`src/rtl/core/assert_macros.svh`:
```
// Assertion helpers shared by the RTL. Each check is clocked on aclk and
// is switched off while aresetn is low.
`ifndef ASSERT_MACROS_SVH
`define ASSERT_MACROS_SVH
`ifndef SYNTHESIS
`define SCDC_ASSERT_IMP(name, ante, cons) \
    name: assert property (@(posedge aclk) disable iff (!aresetn) (ante) |-> (cons)) \
        else $error("assertion failed");
`define SCDC_ASSERT_NXT(name, ante, cons) \
    name: assert property (@(posedge aclk) disable iff (!aresetn) (ante) |=> (cons)) \
        else $error("assertion failed");
`else
`define SCDC_ASSERT_IMP(name, ante, cons)
`define SCDC_ASSERT_NXT(name, ante, cons)
`endif
`endif

```
`src/rtl/core/scdc_pkg.sv`:
```
`timescale 1ns / 1ps
// ----------------------------------------------------------------------------
// Stereo colour distance cost package
// Widths, register codes and payload types shared by the cost datapath.
// ----------------------------------------------------------------------------
package scdc_pkg;

    localparam int WIN_DEPTH      = 128;
    localparam int WIN_AW         = $clog2(WIN_DEPTH);
    localparam int CNT_W          = $clog2(WIN_DEPTH + 1);
    localparam int MAX_LAYERS     = 64;
    localparam int LAYER_W        = $clog2(MAX_LAYERS);
    localparam int COST_FRAC_BITS = 4;

    localparam int CHAN_W   = 8;
    localparam int PIX_W    = 3 * CHAN_W;
    localparam int DISP_W   = 7;
    localparam int COST_W   = 12;
    localparam int OFF_W    = ((DISP_W > LAYER_W) ? DISP_W : LAYER_W) + 1;
    localparam int SQ_W     = 2 * CHAN_W;
    localparam int SUM_W    = SQ_W + 2;
    localparam int RAD_W    = SUM_W + 2 * COST_FRAC_BITS;
    localparam int ROOT_W   = RAD_W / 2;
    localparam int REM_W    = ROOT_W + 3;
    localparam int DIV_SH   = ROOT_W + 2;
    localparam int DIV_MW   = DIV_SH - 1;
    localparam int DIV_MUL  = (2 ** DIV_SH) / 3 + 1;
    localparam int PROD_W   = ROOT_W + DIV_MW;

    localparam int CFG_AW = 4;
    localparam int CFG_DW = 32;

    localparam logic [DISP_W-1:0] MAX_DISP_RST = DISP_W'(64);
    localparam logic [DISP_W-1:0] MIN_DISP_RST = DISP_W'(0);
    localparam logic [COST_W-1:0] THRESH_RST   = COST_W'(3200);

    typedef enum logic [1:0] {
        REG_MAX_DISP = 2'd0,
        REG_MIN_DISP = 2'd1,
        REG_THRESH   = 2'd2
    } reg_idx_t;

    typedef struct packed {
        logic [CHAN_W-1:0] left_red;
        logic [CHAN_W-1:0] left_green;
        logic [CHAN_W-1:0] left_blue;
        logic [CHAN_W-1:0] right_red;
        logic [CHAN_W-1:0] right_green;
        logic [CHAN_W-1:0] right_blue;
        logic              row_start;
    } in_item_t;

    typedef struct packed {
        logic [COST_W-1:0]  cost;
        logic [LAYER_W-1:0] layer;
        logic               last;
    } out_item_t;

    typedef struct packed {
        logic             en;
        logic             row_start;
        logic [PIX_W-1:0] pixel;
    } win_wr_t;

    typedef struct packed {
        logic              en;
        logic [WIN_AW-1:0] off;
    } win_rd_t;

    typedef struct packed {
        logic               vld;
        logic [RAD_W-1:0]   rad;
        logic [REM_W-1:0]   rem;
        logic [ROOT_W-1:0]  root;
        logic [LAYER_W-1:0] layer;
        logic               last;
    } root_cell_t;

endpackage

```
`src/rtl/core/scdc_root_cell.sv`:
```
`timescale 1ns / 1ps
// ----------------------------------------------------------------------------
// Square root cell
// One restoring step of the integer square root: brings down two radicand
// bits and settles one root bit, then hands the partial result on.
// ----------------------------------------------------------------------------
module scdc_root_cell (
    input  logic                  aclk,
    input  logic                  aresetn,
    input  logic                  en,
    input  scdc_pkg::root_cell_t  cell_i,
    output scdc_pkg::root_cell_t  cell_o
);

    scdc_pkg::root_cell_t cell_reg;
    scdc_pkg::root_cell_t cell_next;
    logic                 vld_reg;
    logic [scdc_pkg::REM_W-1:0] rem_sh;
    logic [scdc_pkg::REM_W-1:0] trial;

    always_comb begin
        rem_sh = {cell_i.rem[scdc_pkg::REM_W-3:0],
                  cell_i.rad[scdc_pkg::RAD_W-1:scdc_pkg::RAD_W-2]};
        trial  = {{(scdc_pkg::REM_W-scdc_pkg::ROOT_W-2){1'b0}}, cell_i.root, 2'b01};
        cell_next     = cell_i;
        cell_next.rad = {cell_i.rad[scdc_pkg::RAD_W-3:0], 2'b00};
        if (rem_sh >= trial) begin
            cell_next.rem  = rem_sh - trial;
            cell_next.root = {cell_i.root[scdc_pkg::ROOT_W-2:0], 1'b1};
        end else begin
            cell_next.rem  = rem_sh;
            cell_next.root = {cell_i.root[scdc_pkg::ROOT_W-2:0], 1'b0};
        end
    end

    always_ff @(posedge aclk) begin
        if (!aresetn) begin
            vld_reg <= 1'b0;
        end else if (en) begin
            vld_reg <= cell_i.vld;
        end
    end

    always_ff @(posedge aclk) begin
        if (en) begin
            cell_reg <= cell_next;
        end
    end

    always_comb begin
        cell_o     = cell_reg;
        cell_o.vld = vld_reg;
    end

endmodule

```
`src/rtl/core/scdc_window.sv`:
```
`timescale 1ns / 1ps
// ----------------------------------------------------------------------------
// Right pixel window
// Circular store of recent right pixels. A fill count and the first pixel
// of the row stand in for clamping the entries before column zero.
// ----------------------------------------------------------------------------
module scdc_window (
    input  logic                         aclk,
    input  logic                         aresetn,
    input  scdc_pkg::win_wr_t            wr,
    input  scdc_pkg::win_rd_t            rd,
    output logic [scdc_pkg::PIX_W-1:0]   rd_pixel
);

    logic [scdc_pkg::PIX_W-1:0]  mem [scdc_pkg::WIN_DEPTH];
    logic [scdc_pkg::WIN_AW-1:0] wp_reg;
    logic [scdc_pkg::WIN_AW-1:0] wp_next;
    logic [scdc_pkg::CNT_W-1:0]  cnt_reg;
    logic [scdc_pkg::CNT_W-1:0]  cnt_next;
    logic [scdc_pkg::PIX_W-1:0]  first_reg;
    logic [scdc_pkg::PIX_W-1:0]  mem_q_reg;
    logic [scdc_pkg::PIX_W-1:0]  first_q_reg;
    logic                        sel_first_reg;

    assign wp_next = wp_reg + 1'b1;

    always_comb begin
        if (wr.row_start) begin
            cnt_next = scdc_pkg::CNT_W'(1);
        end else if (cnt_reg == scdc_pkg::CNT_W'(scdc_pkg::WIN_DEPTH)) begin
            cnt_next = cnt_reg;
        end else begin
            cnt_next = cnt_reg + 1'b1;
        end
    end

    // Before any row start, entries beyond the fill count read as zero, as after reset.
    always_ff @(posedge aclk) begin
        if (!aresetn) begin
            wp_reg    <= '0;
            cnt_reg   <= '0;
            first_reg <= '0;
        end else if (wr.en) begin
            wp_reg  <= wp_next;
            cnt_reg <= cnt_next;
            if (wr.row_start) begin
                first_reg <= wr.pixel;
            end
        end
    end

    always_ff @(posedge aclk) begin
        if (wr.en) begin
            mem[wp_next] <= wr.pixel;
        end
    end

    always_ff @(posedge aclk) begin
        if (rd.en) begin
            mem_q_reg     <= mem[wp_reg - rd.off];
            first_q_reg   <= first_reg;
            sel_first_reg <= ({1'b0, rd.off} >= cnt_reg);
        end
    end

    assign rd_pixel = sel_first_reg ? first_q_reg : mem_q_reg;

endmodule

```
`src/rtl/core/stereo_color_distance_cost.sv`:
```
`timescale 1ns / 1ps
// ----------------------------------------------------------------------------
// Stereo colour distance cost
// Euclidean RGB matching cost per disparity layer over a right pixel window.
// ----------------------------------------------------------------------------
// A pixel pair issues span + 1 layers, where span is max_disparity -
// min_disparity held at least 1 and at most 63: the request is taken
// first, then the layer sequencer issues one window read per cycle and
// frees the input once the last layer of the current one is issued.
// Costs leave in layer order, one per cycle, through stages 0, 1 and 2, a
// row of square root cells settling one root bit each, divider and output.
// A stalled result holds the whole pipeline and the sequencer with it.
// No clearing pass follows reset.
module stereo_color_distance_cost (
    input  logic                          aclk,
    input  logic                          aresetn,
    input  logic                          s_valid,
    output logic                          s_ready,
    input  scdc_pkg::in_item_t            s_data,
    output logic                          m_valid,
    input  logic                          m_ready,
    output scdc_pkg::out_item_t           m_data,
    input  logic                          psel,
    input  logic                          penable,
    input  logic                          pwrite,
    input  logic [scdc_pkg::CFG_AW-1:0]   paddr,
    input  logic [scdc_pkg::CFG_DW-1:0]   pwdata,
    output logic [scdc_pkg::CFG_DW-1:0]   prdata,
    output logic                          pready
);
`include "assert_macros.svh"

    logic [scdc_pkg::DISP_W-1:0] max_disp_reg;
    logic [scdc_pkg::DISP_W-1:0] min_disp_reg;
    logic [scdc_pkg::COST_W-1:0] thresh_reg;
    scdc_pkg::reg_idx_t          cfg_idx;

    assign pready  = 1'b1;
    assign cfg_idx = scdc_pkg::reg_idx_t'(paddr[3:2]);

    always_ff @(posedge aclk) begin
        if (!aresetn) begin
            max_disp_reg <= scdc_pkg::MAX_DISP_RST;
            min_disp_reg <= scdc_pkg::MIN_DISP_RST;
            thresh_reg   <= scdc_pkg::THRESH_RST;
        end else if (psel && penable && pwrite) begin
            case (cfg_idx)
                scdc_pkg::REG_MAX_DISP: max_disp_reg <= pwdata[scdc_pkg::DISP_W-1:0];
                scdc_pkg::REG_MIN_DISP: min_disp_reg <= pwdata[scdc_pkg::DISP_W-1:0];
                scdc_pkg::REG_THRESH:   thresh_reg   <= pwdata[scdc_pkg::COST_W-1:0];
                default: ;
            endcase
        end
    end

    always_comb begin
        case (cfg_idx)
            scdc_pkg::REG_MAX_DISP:
                prdata = {{(scdc_pkg::CFG_DW-scdc_pkg::DISP_W){1'b0}}, max_disp_reg};
            scdc_pkg::REG_MIN_DISP:
                prdata = {{(scdc_pkg::CFG_DW-scdc_pkg::DISP_W){1'b0}}, min_disp_reg};
            scdc_pkg::REG_THRESH:
                prdata = {{(scdc_pkg::CFG_DW-scdc_pkg::COST_W){1'b0}}, thresh_reg};
            default: prdata = '0;
        endcase
    end

    // The whole datapath moves together; it stops only while a result waits.
    logic pipe_en;
    logic accept;
    assign pipe_en = !m_valid || m_ready;
    assign accept  = s_valid && s_ready;

    // Layer sequencer.
    logic                         busy_reg;
    logic [scdc_pkg::LAYER_W-1:0] d_reg;
    logic [scdc_pkg::LAYER_W-1:0] span_reg;
    logic [scdc_pkg::LAYER_W-1:0] span_next;
    logic [scdc_pkg::PIX_W-1:0]   left_reg;
    logic [scdc_pkg::DISP_W:0]    diff_w;
    logic [scdc_pkg::OFF_W-1:0]   off_w;
    logic                         issue;

    assign s_ready = !busy_reg;
    assign issue   = busy_reg && pipe_en;

    always_comb begin
        if ({1'b0, max_disp_reg} > ({1'b0, min_disp_reg} + 1'b1)) begin
            diff_w = {1'b0, max_disp_reg} - {1'b0, min_disp_reg};
        end else begin
            diff_w = (scdc_pkg::DISP_W+1)'(1);
        end
        if (diff_w > (scdc_pkg::DISP_W+1)'(scdc_pkg::MAX_LAYERS - 1)) begin
            span_next = scdc_pkg::LAYER_W'(scdc_pkg::MAX_LAYERS - 1);
        end else begin
            span_next = diff_w[scdc_pkg::LAYER_W-1:0];
        end
        off_w = scdc_pkg::OFF_W'(min_disp_reg) + scdc_pkg::OFF_W'(d_reg);
    end

    always_ff @(posedge aclk) begin
        if (!aresetn) begin
            busy_reg <= 1'b0;
            d_reg    <= '0;
        end else if (accept) begin
            busy_reg <= 1'b1;
            d_reg    <= '0;
        end else if (issue) begin
            d_reg <= d_reg + 1'b1;
            if (d_reg == span_reg) begin
                busy_reg <= 1'b0;
            end
        end
    end

    always_ff @(posedge aclk) begin
        if (accept) begin
            span_reg <= span_next;
            left_reg <= {s_data.left_red, s_data.left_green, s_data.left_blue};
        end
    end

    scdc_pkg::win_wr_t            win_wr;
    scdc_pkg::win_rd_t            win_rd;
    logic [scdc_pkg::PIX_W-1:0]   right_pix;

    always_comb begin
        win_wr.en        = accept;
        win_wr.row_start = s_data.row_start;
        win_wr.pixel     = {s_data.right_red, s_data.right_green, s_data.right_blue};
        win_rd.en        = issue;
        if (off_w > scdc_pkg::OFF_W'(scdc_pkg::WIN_DEPTH - 1)) begin
            win_rd.off = scdc_pkg::WIN_AW'(scdc_pkg::WIN_DEPTH - 1);
        end else begin
            win_rd.off = off_w[scdc_pkg::WIN_AW-1:0];
        end
    end

    scdc_window u_window (
        .aclk     (aclk),
        .aresetn  (aresetn),
        .wr       (win_wr),
        .rd       (win_rd),
        .rd_pixel (right_pix)
    );

    // Stage 0 runs alongside the window read.
    logic                         s0_vld_reg;
    logic [scdc_pkg::LAYER_W-1:0] s0_layer_reg;
    logic                         s0_last_reg;
    logic [scdc_pkg::PIX_W-1:0]   s0_left_reg;

    always_ff @(posedge aclk) begin
        if (!aresetn) begin
            s0_vld_reg <= 1'b0;
        end else if (pipe_en) begin
            s0_vld_reg <= busy_reg;
        end
    end

    always_ff @(posedge aclk) begin
        if (pipe_en) begin
            s0_layer_reg <= d_reg;
            s0_last_reg  <= (d_reg == span_reg);
            s0_left_reg  <= left_reg;
        end
    end

    // Stage 1: squared channel differences.
    logic [scdc_pkg::CHAN_W-1:0]  ad [3];
    logic [scdc_pkg::SQ_W-1:0]    s1_sq_reg [3];
    logic                         s1_vld_reg;
    logic [scdc_pkg::LAYER_W-1:0] s1_layer_reg;
    logic                         s1_last_reg;

    always_comb begin
        for (int c = 0; c < 3; c++) begin
            if (s0_left_reg[c*scdc_pkg::CHAN_W +: scdc_pkg::CHAN_W]
                    > right_pix[c*scdc_pkg::CHAN_W +: scdc_pkg::CHAN_W]) begin
                ad[c] = s0_left_reg[c*scdc_pkg::CHAN_W +: scdc_pkg::CHAN_W]
                        - right_pix[c*scdc_pkg::CHAN_W +: scdc_pkg::CHAN_W];
            end else begin
                ad[c] = right_pix[c*scdc_pkg::CHAN_W +: scdc_pkg::CHAN_W]
                        - s0_left_reg[c*scdc_pkg::CHAN_W +: scdc_pkg::CHAN_W];
            end
        end
    end

    always_ff @(posedge aclk) begin
        if (!aresetn) begin
            s1_vld_reg <= 1'b0;
        end else if (pipe_en) begin
            s1_vld_reg <= s0_vld_reg;
        end
    end

    always_ff @(posedge aclk) begin
        if (pipe_en) begin
            for (int c = 0; c < 3; c++) begin
                s1_sq_reg[c] <= scdc_pkg::SQ_W'(ad[c]) * scdc_pkg::SQ_W'(ad[c]);
            end
            s1_layer_reg <= s0_layer_reg;
            s1_last_reg  <= s0_last_reg;
        end
    end

    // Stage 2: radicand with the fraction bits brought in, then the root cells.
    logic [scdc_pkg::SUM_W-1:0] sum_w;
    scdc_pkg::root_cell_t       cell_in;
    scdc_pkg::root_cell_t       chain [scdc_pkg::ROOT_W+1];

    always_comb begin
        sum_w = scdc_pkg::SUM_W'(s1_sq_reg[0]) + scdc_pkg::SUM_W'(s1_sq_reg[1])
                + scdc_pkg::SUM_W'(s1_sq_reg[2]);
        cell_in.vld   = s1_vld_reg;
        cell_in.rad   = scdc_pkg::RAD_W'(sum_w) << (2 * scdc_pkg::COST_FRAC_BITS);
        cell_in.rem   = '0;
        cell_in.root  = '0;
        cell_in.layer = s1_layer_reg;
        cell_in.last  = s1_last_reg;
    end

    logic s2_vld_reg;
    scdc_pkg::root_cell_t s2_reg;

    always_ff @(posedge aclk) begin
        if (!aresetn) begin
            s2_vld_reg <= 1'b0;
        end else if (pipe_en) begin
            s2_vld_reg <= cell_in.vld;
        end
    end

    always_ff @(posedge aclk) begin
        if (pipe_en) begin
            s2_reg <= cell_in;
        end
    end

    always_comb begin
        chain[0]     = s2_reg;
        chain[0].vld = s2_vld_reg;
    end

    for (genvar i = 0; i < scdc_pkg::ROOT_W; i++) begin : g_cell
        scdc_root_cell u_cell (
            .aclk    (aclk),
            .aresetn (aresetn),
            .en      (pipe_en),
            .cell_i  (chain[i]),
            .cell_o  (chain[i+1])
        );
    end

    // Division by three as a multiplication by the reciprocal.
    logic                         dv_vld_reg;
    logic [scdc_pkg::PROD_W-1:0]  dv_prod_reg;
    logic [scdc_pkg::LAYER_W-1:0] dv_layer_reg;
    logic                         dv_last_reg;

    always_ff @(posedge aclk) begin
        if (!aresetn) begin
            dv_vld_reg <= 1'b0;
        end else if (pipe_en) begin
            dv_vld_reg <= chain[scdc_pkg::ROOT_W].vld;
        end
    end

    always_ff @(posedge aclk) begin
        if (pipe_en) begin
            dv_prod_reg  <= scdc_pkg::PROD_W'(chain[scdc_pkg::ROOT_W].root)
                            * scdc_pkg::PROD_W'(scdc_pkg::DIV_MUL);
            dv_layer_reg <= chain[scdc_pkg::ROOT_W].layer;
            dv_last_reg  <= chain[scdc_pkg::ROOT_W].last;
        end
    end

    logic [scdc_pkg::ROOT_W-1:0]               quot;
    logic [scdc_pkg::ROOT_W+scdc_pkg::COST_W-1:0] quot_x;
    logic [scdc_pkg::ROOT_W+scdc_pkg::COST_W-1:0] thr_x;
    logic [scdc_pkg::COST_W-1:0]               cost_w;

    always_comb begin
        quot   = scdc_pkg::ROOT_W'(dv_prod_reg >> scdc_pkg::DIV_SH);
        quot_x = {{scdc_pkg::COST_W{1'b0}}, quot};
        thr_x  = {{scdc_pkg::ROOT_W{1'b0}}, thresh_reg};
        if (quot_x > thr_x) begin
            cost_w = thresh_reg;
        end else begin
            cost_w = quot_x[scdc_pkg::COST_W-1:0];
        end
    end

    logic                out_vld_reg;
    scdc_pkg::out_item_t out_reg;

    always_ff @(posedge aclk) begin
        if (!aresetn) begin
            out_vld_reg <= 1'b0;
        end else if (pipe_en) begin
            out_vld_reg <= dv_vld_reg;
        end
    end

    always_ff @(posedge aclk) begin
        if (pipe_en) begin
            out_reg.cost  <= cost_w;
            out_reg.layer <= dv_layer_reg;
            out_reg.last  <= dv_last_reg;
        end
    end

    assign m_valid = out_vld_reg;
    assign m_data  = out_reg;

    `SCDC_ASSERT_NXT(a_accept_starts, accept, busy_reg && (d_reg == '0))
    `SCDC_ASSERT_NXT(a_issue_ends, issue && (d_reg == span_reg), !busy_reg)
    `SCDC_ASSERT_IMP(a_layer_bound, busy_reg, d_reg <= span_reg)

endmodule
```
`config.mk`:
```
export PLATFORM = sky130hd
export DESIGN_NAME = stereo_color_distance_cost
export DESIGN_NICKNAME = d
export VERILOG_FILES = /design/src/rtl/core/scdc_pkg.sv /design/src/rtl/core/scdc_root_cell.sv /design/src/rtl/core/scdc_window.sv /design/src/rtl/core/stereo_color_distance_cost.sv
export VERILOG_INCLUDE_DIRS = /design/src /design/src/rtl/core
export SDC_FILE = /design/constraint.sdc
export NUM_CORES = 2
export LEC_CHECK = 0
export BUFFER_PORTS_ARGS = -buffer_cell sky130_fd_sc_hd__buf_2
export CAP_MARGIN = 0
export CORE_MARGIN = 1
export CORE_UTILIZATION = 60
export CTS_BUF_LIST = sky130_fd_sc_hd__clkbuf_2 sky130_fd_sc_hd__clkbuf_4 sky130_fd_sc_hd__clkbuf_8
export DETAILED_ROUTE_END_ITERATION = 12
export HOLD_SLACK_MARGIN = 0.15
export PLACE_DENSITY = 0.83
export SYNTH_ARGS = -nofsm -noshare
export SYNTH_HDL_FRONTEND = slang
export SYNTH_SLANG_ARGS = --single-unit
```
`constraint.sdc`:
```
create_clock -name aclk -period 19.2 [get_ports aclk]
set_clock_uncertainty 0.1 [all_clocks]
set_input_delay 0 -clock aclk [delete_from_list [all_inputs] [get_ports aclk]]
set_output_delay 0 -clock aclk [all_outputs]
set_load 0.02 [all_outputs]
```
== Word level (Yosys, flattened, before mapping) ==
Memories as Yosys holds them, arrays and structs flattened. A register that Yosys moved wholly into a read port is not among the register bits.
Index checks and enable logic that the tools add are counted.
Cells by class
  add/sub/neg operators: 27
  multiply operators: 4
  order comparisons: 21
  equal/unequal tests: 5
  mux-type cells: 30
  bitwise gates (word level): 1
  reduce and logical (&&, ||, !) cells: 17
Operators by type and width (count)
  2-to-1 mux 27 bit: 11
  >= comparator 16 x 15 -> 1 bit: 12
  subtractor 14 bit: 11
  multiplier 8 x 8 -> 16 bit: 3
  2-to-1 mux 8 bit: 6
  subtractor 8 bit: 6
  one-hot mux 12 bit (3 select lines): 1
  multiplier 13 x 14 -> 27 bit (second input constant): 1
  > comparator 8 bit: 3
  2-to-1 mux 24 bit: 1
  adder 17 x 16 -> 18 bit: 1
  adder 16 x 16 -> 17 bit: 1
  2-to-1 mux 15 bit: 1
  > comparator 12 bit: 1
  2-to-1 mux 12 bit: 1
  AND reduction 2 bit: 6
  adder 7 x 1 -> 8 bit (second input constant): 1
  adder 7 x 6 -> 8 bit: 1
  adder 8 x 1 -> 8 bit (second input constant): 1
  == test 8 bit (second input constant): 1
  >= comparator 7 x 8 -> 1 bit: 1
  > comparator 7 x 8 -> 1 bit: 1
  > comparator 8 x 6 -> 1 bit (second input constant): 1
  > comparator 8 x 7 -> 1 bit (second input constant): 1
  other kinds (19): 31
Word-level totals
  bits in registers: 750
  memory bits (writable): 3120
  input bits: 92
  output and inout bits: 54
  memories: 2
Memory list
  u_window.mem: depth 128, bits a word 24, read ports 1, clocked after Yosys merged registers in 1, write ports 1, line scdc_window.sv:15  | logic [scdc_pkg::PIX_W-1:0] mem [scdc_pkg::WIN_DEPTH];
  s1_sq_reg: depth 3, bits a word 16, read ports 3, clocked after Yosys merged registers in 0, write ports 3, line stereo_color_distance_cost.sv:171  | logic [scdc_pkg::SQ_W-1:0] s1_sq_reg [3];

== Longest topological paths before layout ==
  depth after elaboration: 5
  gate-level depth with buffers: 36

== Hierarchy ==
Synthesis repeated with hierarchy kept, for this count alone.
Second synthesis, totals
  cell total of the unflattened synthesis: 10297
  area total of the unflattened synthesis: 177342.6 um2
Modules (own cells, without submodules)
  scdc_window: times used 1, cells an instance 5847, area each 122291.0 um2, seq. area each 94500.6 um2
  scdc_root_cell at g_cell[0].u_cell ...: times used 12, cells an instance 207, area each 2805.2 um2, seq. area each 1821.7 um2
  stereo_color_distance_cost: times used 1, cells an instance 1737, area each 18426.4 um2, seq. area each 6045.8 um2
  scdc_root_cell at g_cell[1].u_cell: times used 1, cells an instance 229, area each 2962.8 um2, seq. area each 1821.7 um2

== Worst setup path after synthesis ==
No wires, ideal clock.
  path kind: register to register
  from: reg out_vld_reg, in the netlist m_valid
  to: reg s2_reg (netlist bit chain[819]) (enable)
  arrival: 15807 ps
  required time: 17971 ps
  path slack: 2163 ps
  stages on the path, launching flop included: 5
  path buffers: 2
  clock period less this slack: 17037 ps
  cell sequence: dfxtp_1 -> nor2b_1 -> clkbuf_1 -> clkinv_1 -> buf_1
Between the ends
  longest elaborated chain between the ends: 2
RTL lines
  start, declared: line stereo_color_distance_cost.sv:294  | logic out_vld_reg;
  start signal, assigned: line stereo_color_distance_cost.sv:301  | out_vld_reg <= dv_vld_reg;
  logical NOT 1 bit: line stereo_color_distance_cost.sv:71  | assign pipe_en = !m_valid || m_ready;
  logical OR 1 bit: line stereo_color_distance_cost.sv:71
  end signal, assigned: line stereo_color_distance_cost.sv:236  | s2_reg <= cell_in;
  end, declared: line stereo_color_distance_cost.sv:224  | scdc_pkg::root_cell_t s2_reg;
No other way between the ends.
A chain may end at the register's enable or synchronous reset.

== Worst setup path in the final report ==
  from: reg min_disp_reg[1] (netlist bit)
  to: reg u_window.mem_q_reg[1] (netlist bit), read port of u_window.mem (data pin)
Between the ends
  longest elaborated chain between the ends: 4
RTL lines
  start, declared: line stereo_color_distance_cost.sv:34  | logic [scdc_pkg::DISP_W-1:0] min_disp_reg;
  start signal, assigned: line stereo_color_distance_cost.sv:44  | min_disp_reg <= scdc_pkg::MIN_DISP_RST;
  start signal, assigned: line stereo_color_distance_cost.sv:49  | scdc_pkg::REG_MIN_DISP: min_disp_reg <= pwdata[scdc_pkg::DISP_W-1:0];
  adder 7 x 6 -> 8 bit (*): line stereo_color_distance_cost.sv:98  | off_w = scdc_pkg::OFF_W'(min_disp_reg) + scdc_pkg::OFF_W'(d_reg);
  > comparator 8 x 7 -> 1 bit: line stereo_color_distance_cost.sv:132  | if (off_w > scdc_pkg::OFF_W'(scdc_pkg::WIN_DEPTH - 1)) begin
  2-to-1 mux 7 bit (*): line stereo_color_distance_cost.sv:132
  subtractor 7 bit (*): line scdc_window.sv:60  | mem_q_reg <= mem[wp_reg - rd.off];
  end, declared: line scdc_window.sv:21  | logic [scdc_pkg::PIX_W-1:0] mem_q_reg;
Every way passes the cells marked *; elsewhere a longest branch is shown, timed or not.

==> flow_metrics.tcl <==
set metrics [dict create \
    first_global_vias 85320 \
    grt_first_pass_wirelength_um 550200 \
    ctsLongestPathBuffers 4 \
    setup_violations 0 \
    grt_max_degree 152 \
    start_kind "flop" \
    finalCritPeriodShare_pct 45.93 \
    grtUsageTotal_pct 28.83 \
    dieWidth_um 514.0 \
    io_pins 146 \
    dp_slack_ns 10.49 \
    fillers 15080 \
    hpwl_um 209700 \
    wl_per_cell_um 29.82 \
    final_area_sq_mm 0.1768 \
    maxCapViolations 0 \
    relSlewSlack_pct 2.866 \
    pwr-share-clk_pct 25.9 \
    final_net_count 9403 \
    routed.top_layer "met5" \
    crit_arrival_ns 9.56 \
    endpoint_kind "flop" \
    synth_cell_types 82 \
    hold_class "primary input to flop" \
    antenna_found_initial 19 \
    max_freq_mhz 113.4 \
    via_per_inst 6.479 \
    avgSynthCellArea_sq_um 19.72 \
    ys_ff_latch 3792 \
    synth-edff-count 3702 \
    p_leak_nw 61.00 \
    vias 82460 \
    placed_area_sq_mm 0.1631 \
    htree_levels 6 \
    largest_register_ffs 3072 \
    final_antenna_net_count 0 \
    wirelength_um 379600 \
    yosysSeqAreaShare_pct 71.83 \
    synth_ff_type "edfxtp_1" \
    cts_tree "built" \
    fin_ws_ns 10.38 \
    crit_start "min_disp_reg[1]$_SDFFE_PN0P_" \
    fin_util_pct 67.95 \
    p_comb_share_pct 33.6 \
    cts-root-buf "clkbuf_8" \
    hold_viol 0 \
    slew_viol_final 0 \
    ir_worst_vdd_mv 0.2649 \
    drive_gt1_share_pct 26.25 \
    p_total_w 0.02532 \
    path_clk_slew_ns 0.07 \
    cp_max_fo 48 \
    syn_area_sq_mm 0.1573 \
    wl_met1_um 129000 \
    hp-start "s_data[20]" \
    rr_startpoint "min_disp_reg[1]$_SDFFE_PN0P_" \
    cts_buffers 582 \
    period_minus_slack_ns 8.819 \
    num_rows 187 \
    seqPwrFrac_pct 40.5 \
    grt_overflow_total 0 \
    worstPathRequired_ns 19.94 \
    dr.pass1.iters 6 \
    setup_tns_ns 0 \
    worstMarginPinSlew_ns 1.448 \
    p_sw_share_pct 32.01 \
    critPathKind "flop to flop" \
    clk_latency_ns 1.17 \
    ys.warnings.count 0 \
    status "finished, final reports clean" \
    start_util_pct 60.45 \
    p_sw_w 0.008105 \
    post_cts.repair.setup_buffers 0 \
    die-area_sq_mm 0.2642 \
    core_sq_mm 0.2602 \
    met2_length_um 186000 \
    io_buffer_count 102 \
    area_growth_pct 12.41 \
    intPower_w 0.01722 \
    dr_wl_met3_um 43760 \
    die_h_um 514.0 \
    clkSinkCount 3792 \
    drc_errors 0 \
    gp_routability_congestion 0.8494 \
    grt_setup_unrepaired "no" \
    power.density_mw_per_mm2 143.2 \
    async_reset_ff_share_pct 0 \
    layout_commonest_cell "edfxtp_1" \
    synthCells 7975 \
    mostFrequentLayoutCells "edfxtp_1, mux4_2, clkbuf_8" \
    drt_iter0_markers 11440 \
]
-- path summary, 6_finish.rpt --
check                                      endpoint  slack [ns]  depth (start not counted)
max                 u_window.mem_q_reg[1]$_DFFE_PP_       10.38                         19
min reg2reg  g_cell[12].u_cell.cell_o[13]$_DFFE_PN_        0.26                          0
min                  u_window.mem[14][19]$_DFFE_PP_        0.21                          3
max reg2reg         u_window.mem_q_reg[1]$_DFFE_PP_       10.38                         19
-- critical path: stages (launching register included) --
cell and delay [ns]:
dfxtp_1 0.55, ha_1 0.31, a21o_1 0.15, a21oi_1 0.23, o21bai_1 0.09, a21oi_1 0.26, nor2b_1 0.08, nor2_1 0.10
nor2_1 0.09, or2_2 0.39, ha_4 0.81, buf_4 0.71, buf_4 0.85, buf_4 0.71, buf_4 0.63, mux4_2 0.61
mux4_2 0.59, mux2i_1 0.33, a211oi_1 0.36, a31o_2 0.35
-- through the flow --
| stage | hold slack [ns] | std cells |
|---|---|---|
| detailed placement | 0.07814 | 11480 |
| CTS | 0.1671 | 12720 |
| finish | 0.2083 | 12730 |
| global route | 0.2444 | 12730 |
| global placement | 0.07758 | 11480 |
| floorplan | -0.001131 | 7998 |
-- cell usage after synthesis (all sizes together), types with 6 or more instances --
cell,n,area share (%)
edfxtp,3702,71
mux4,960,14
inv,444,1.1
ha,367,2.9
nor2,348,0.84
nand2,276,0.66
clkbuf,208,0.50
xnor2,156,0.88
fa,149,1.9
a21oi,144,0.46
mux2i,137,0.88
buf,118,0.39
o21ai,100,0.32
dfxtp,90,1.1
xor2,75,0.42
nor3,60,0.20
a21boi,58,0.28
a211oi,57,0.27
nor2b,57,0.23
a21o,51,0.24
and2,49,0.19
mux2,46,0.33
o21bai,38,0.18
nand3,32,0.10
o21a,31,0.15
nand4,28,0.11
nand2b,25,0.099
a31o,24,0.13
or2,22,0.088
nor4,14,0.060
or3,14,0.056
o31ai,10,0.048
a31oi,9,0.036
and3,8,0.032
nand3b,6,0.031
o211ai,6,0.029
-- cell type report --
type | count | area (sq um) | area share (%)
antenna | 5 | 12.51 | 0.007078
clock buffer | 775 | 9578 | 5.418
inverter | 446 | 1682 | 0.9512
timing repair buffer | 539 | 4852 | 2.745
clock inverter | 241 | 1563 | 0.8840
tap | 3496 | 4374 | 2.474
sequential | 3792 | 113000 | 63.90
multi-input combinational | 3434 | 41750 | 23.62
-- kinds of logic (layout without fill, tap and decap cells) --
family	after synthesis	after routing	synth area share, %
AOI/OAI and AO/OA	565	565	2.369
xor gates and xnor gates	231	231	1.296
adders and majority gates	516	516	4.817
buffers and inverters	772	2001	1.947
DFF	3792	3792	71.83
muxes	1143	1143	14.96
other	2	30	0.004775
and+or+nand+nor	954	954	2.777
-- power by group through the flow --
stage / Clock, W / Combinational (W) / Sequential [W]
after detailed placement: 0 / 0.00838 / 0.0104
after global placement: 0 / 0.00811 / 0.0104
after CTS: 0.00658 / 0.00851 / 0.0103
final: 0.00656 / 0.00852 / 0.0102
after floorplan: 0 / 0.00632 / 0.0103
after global routing: 0.00694 / 0.00954 / 0.0103
-- layer usage --
layer  vias to the layer above  track usage (%)
met1                     41870            36.62
met2                      5914            46.97
met4                        16            14.47
met3                      1189            6.754
li1                      33480                -
met5                         -                0
-- what timing repair did --
action,4_1_cts,5_1_grt
gates resized for setup,0,0
endpoints found under the hold margin,3385,0
hold buffers,223,0
Note: power is estimated with default switching activity, not from simulation.
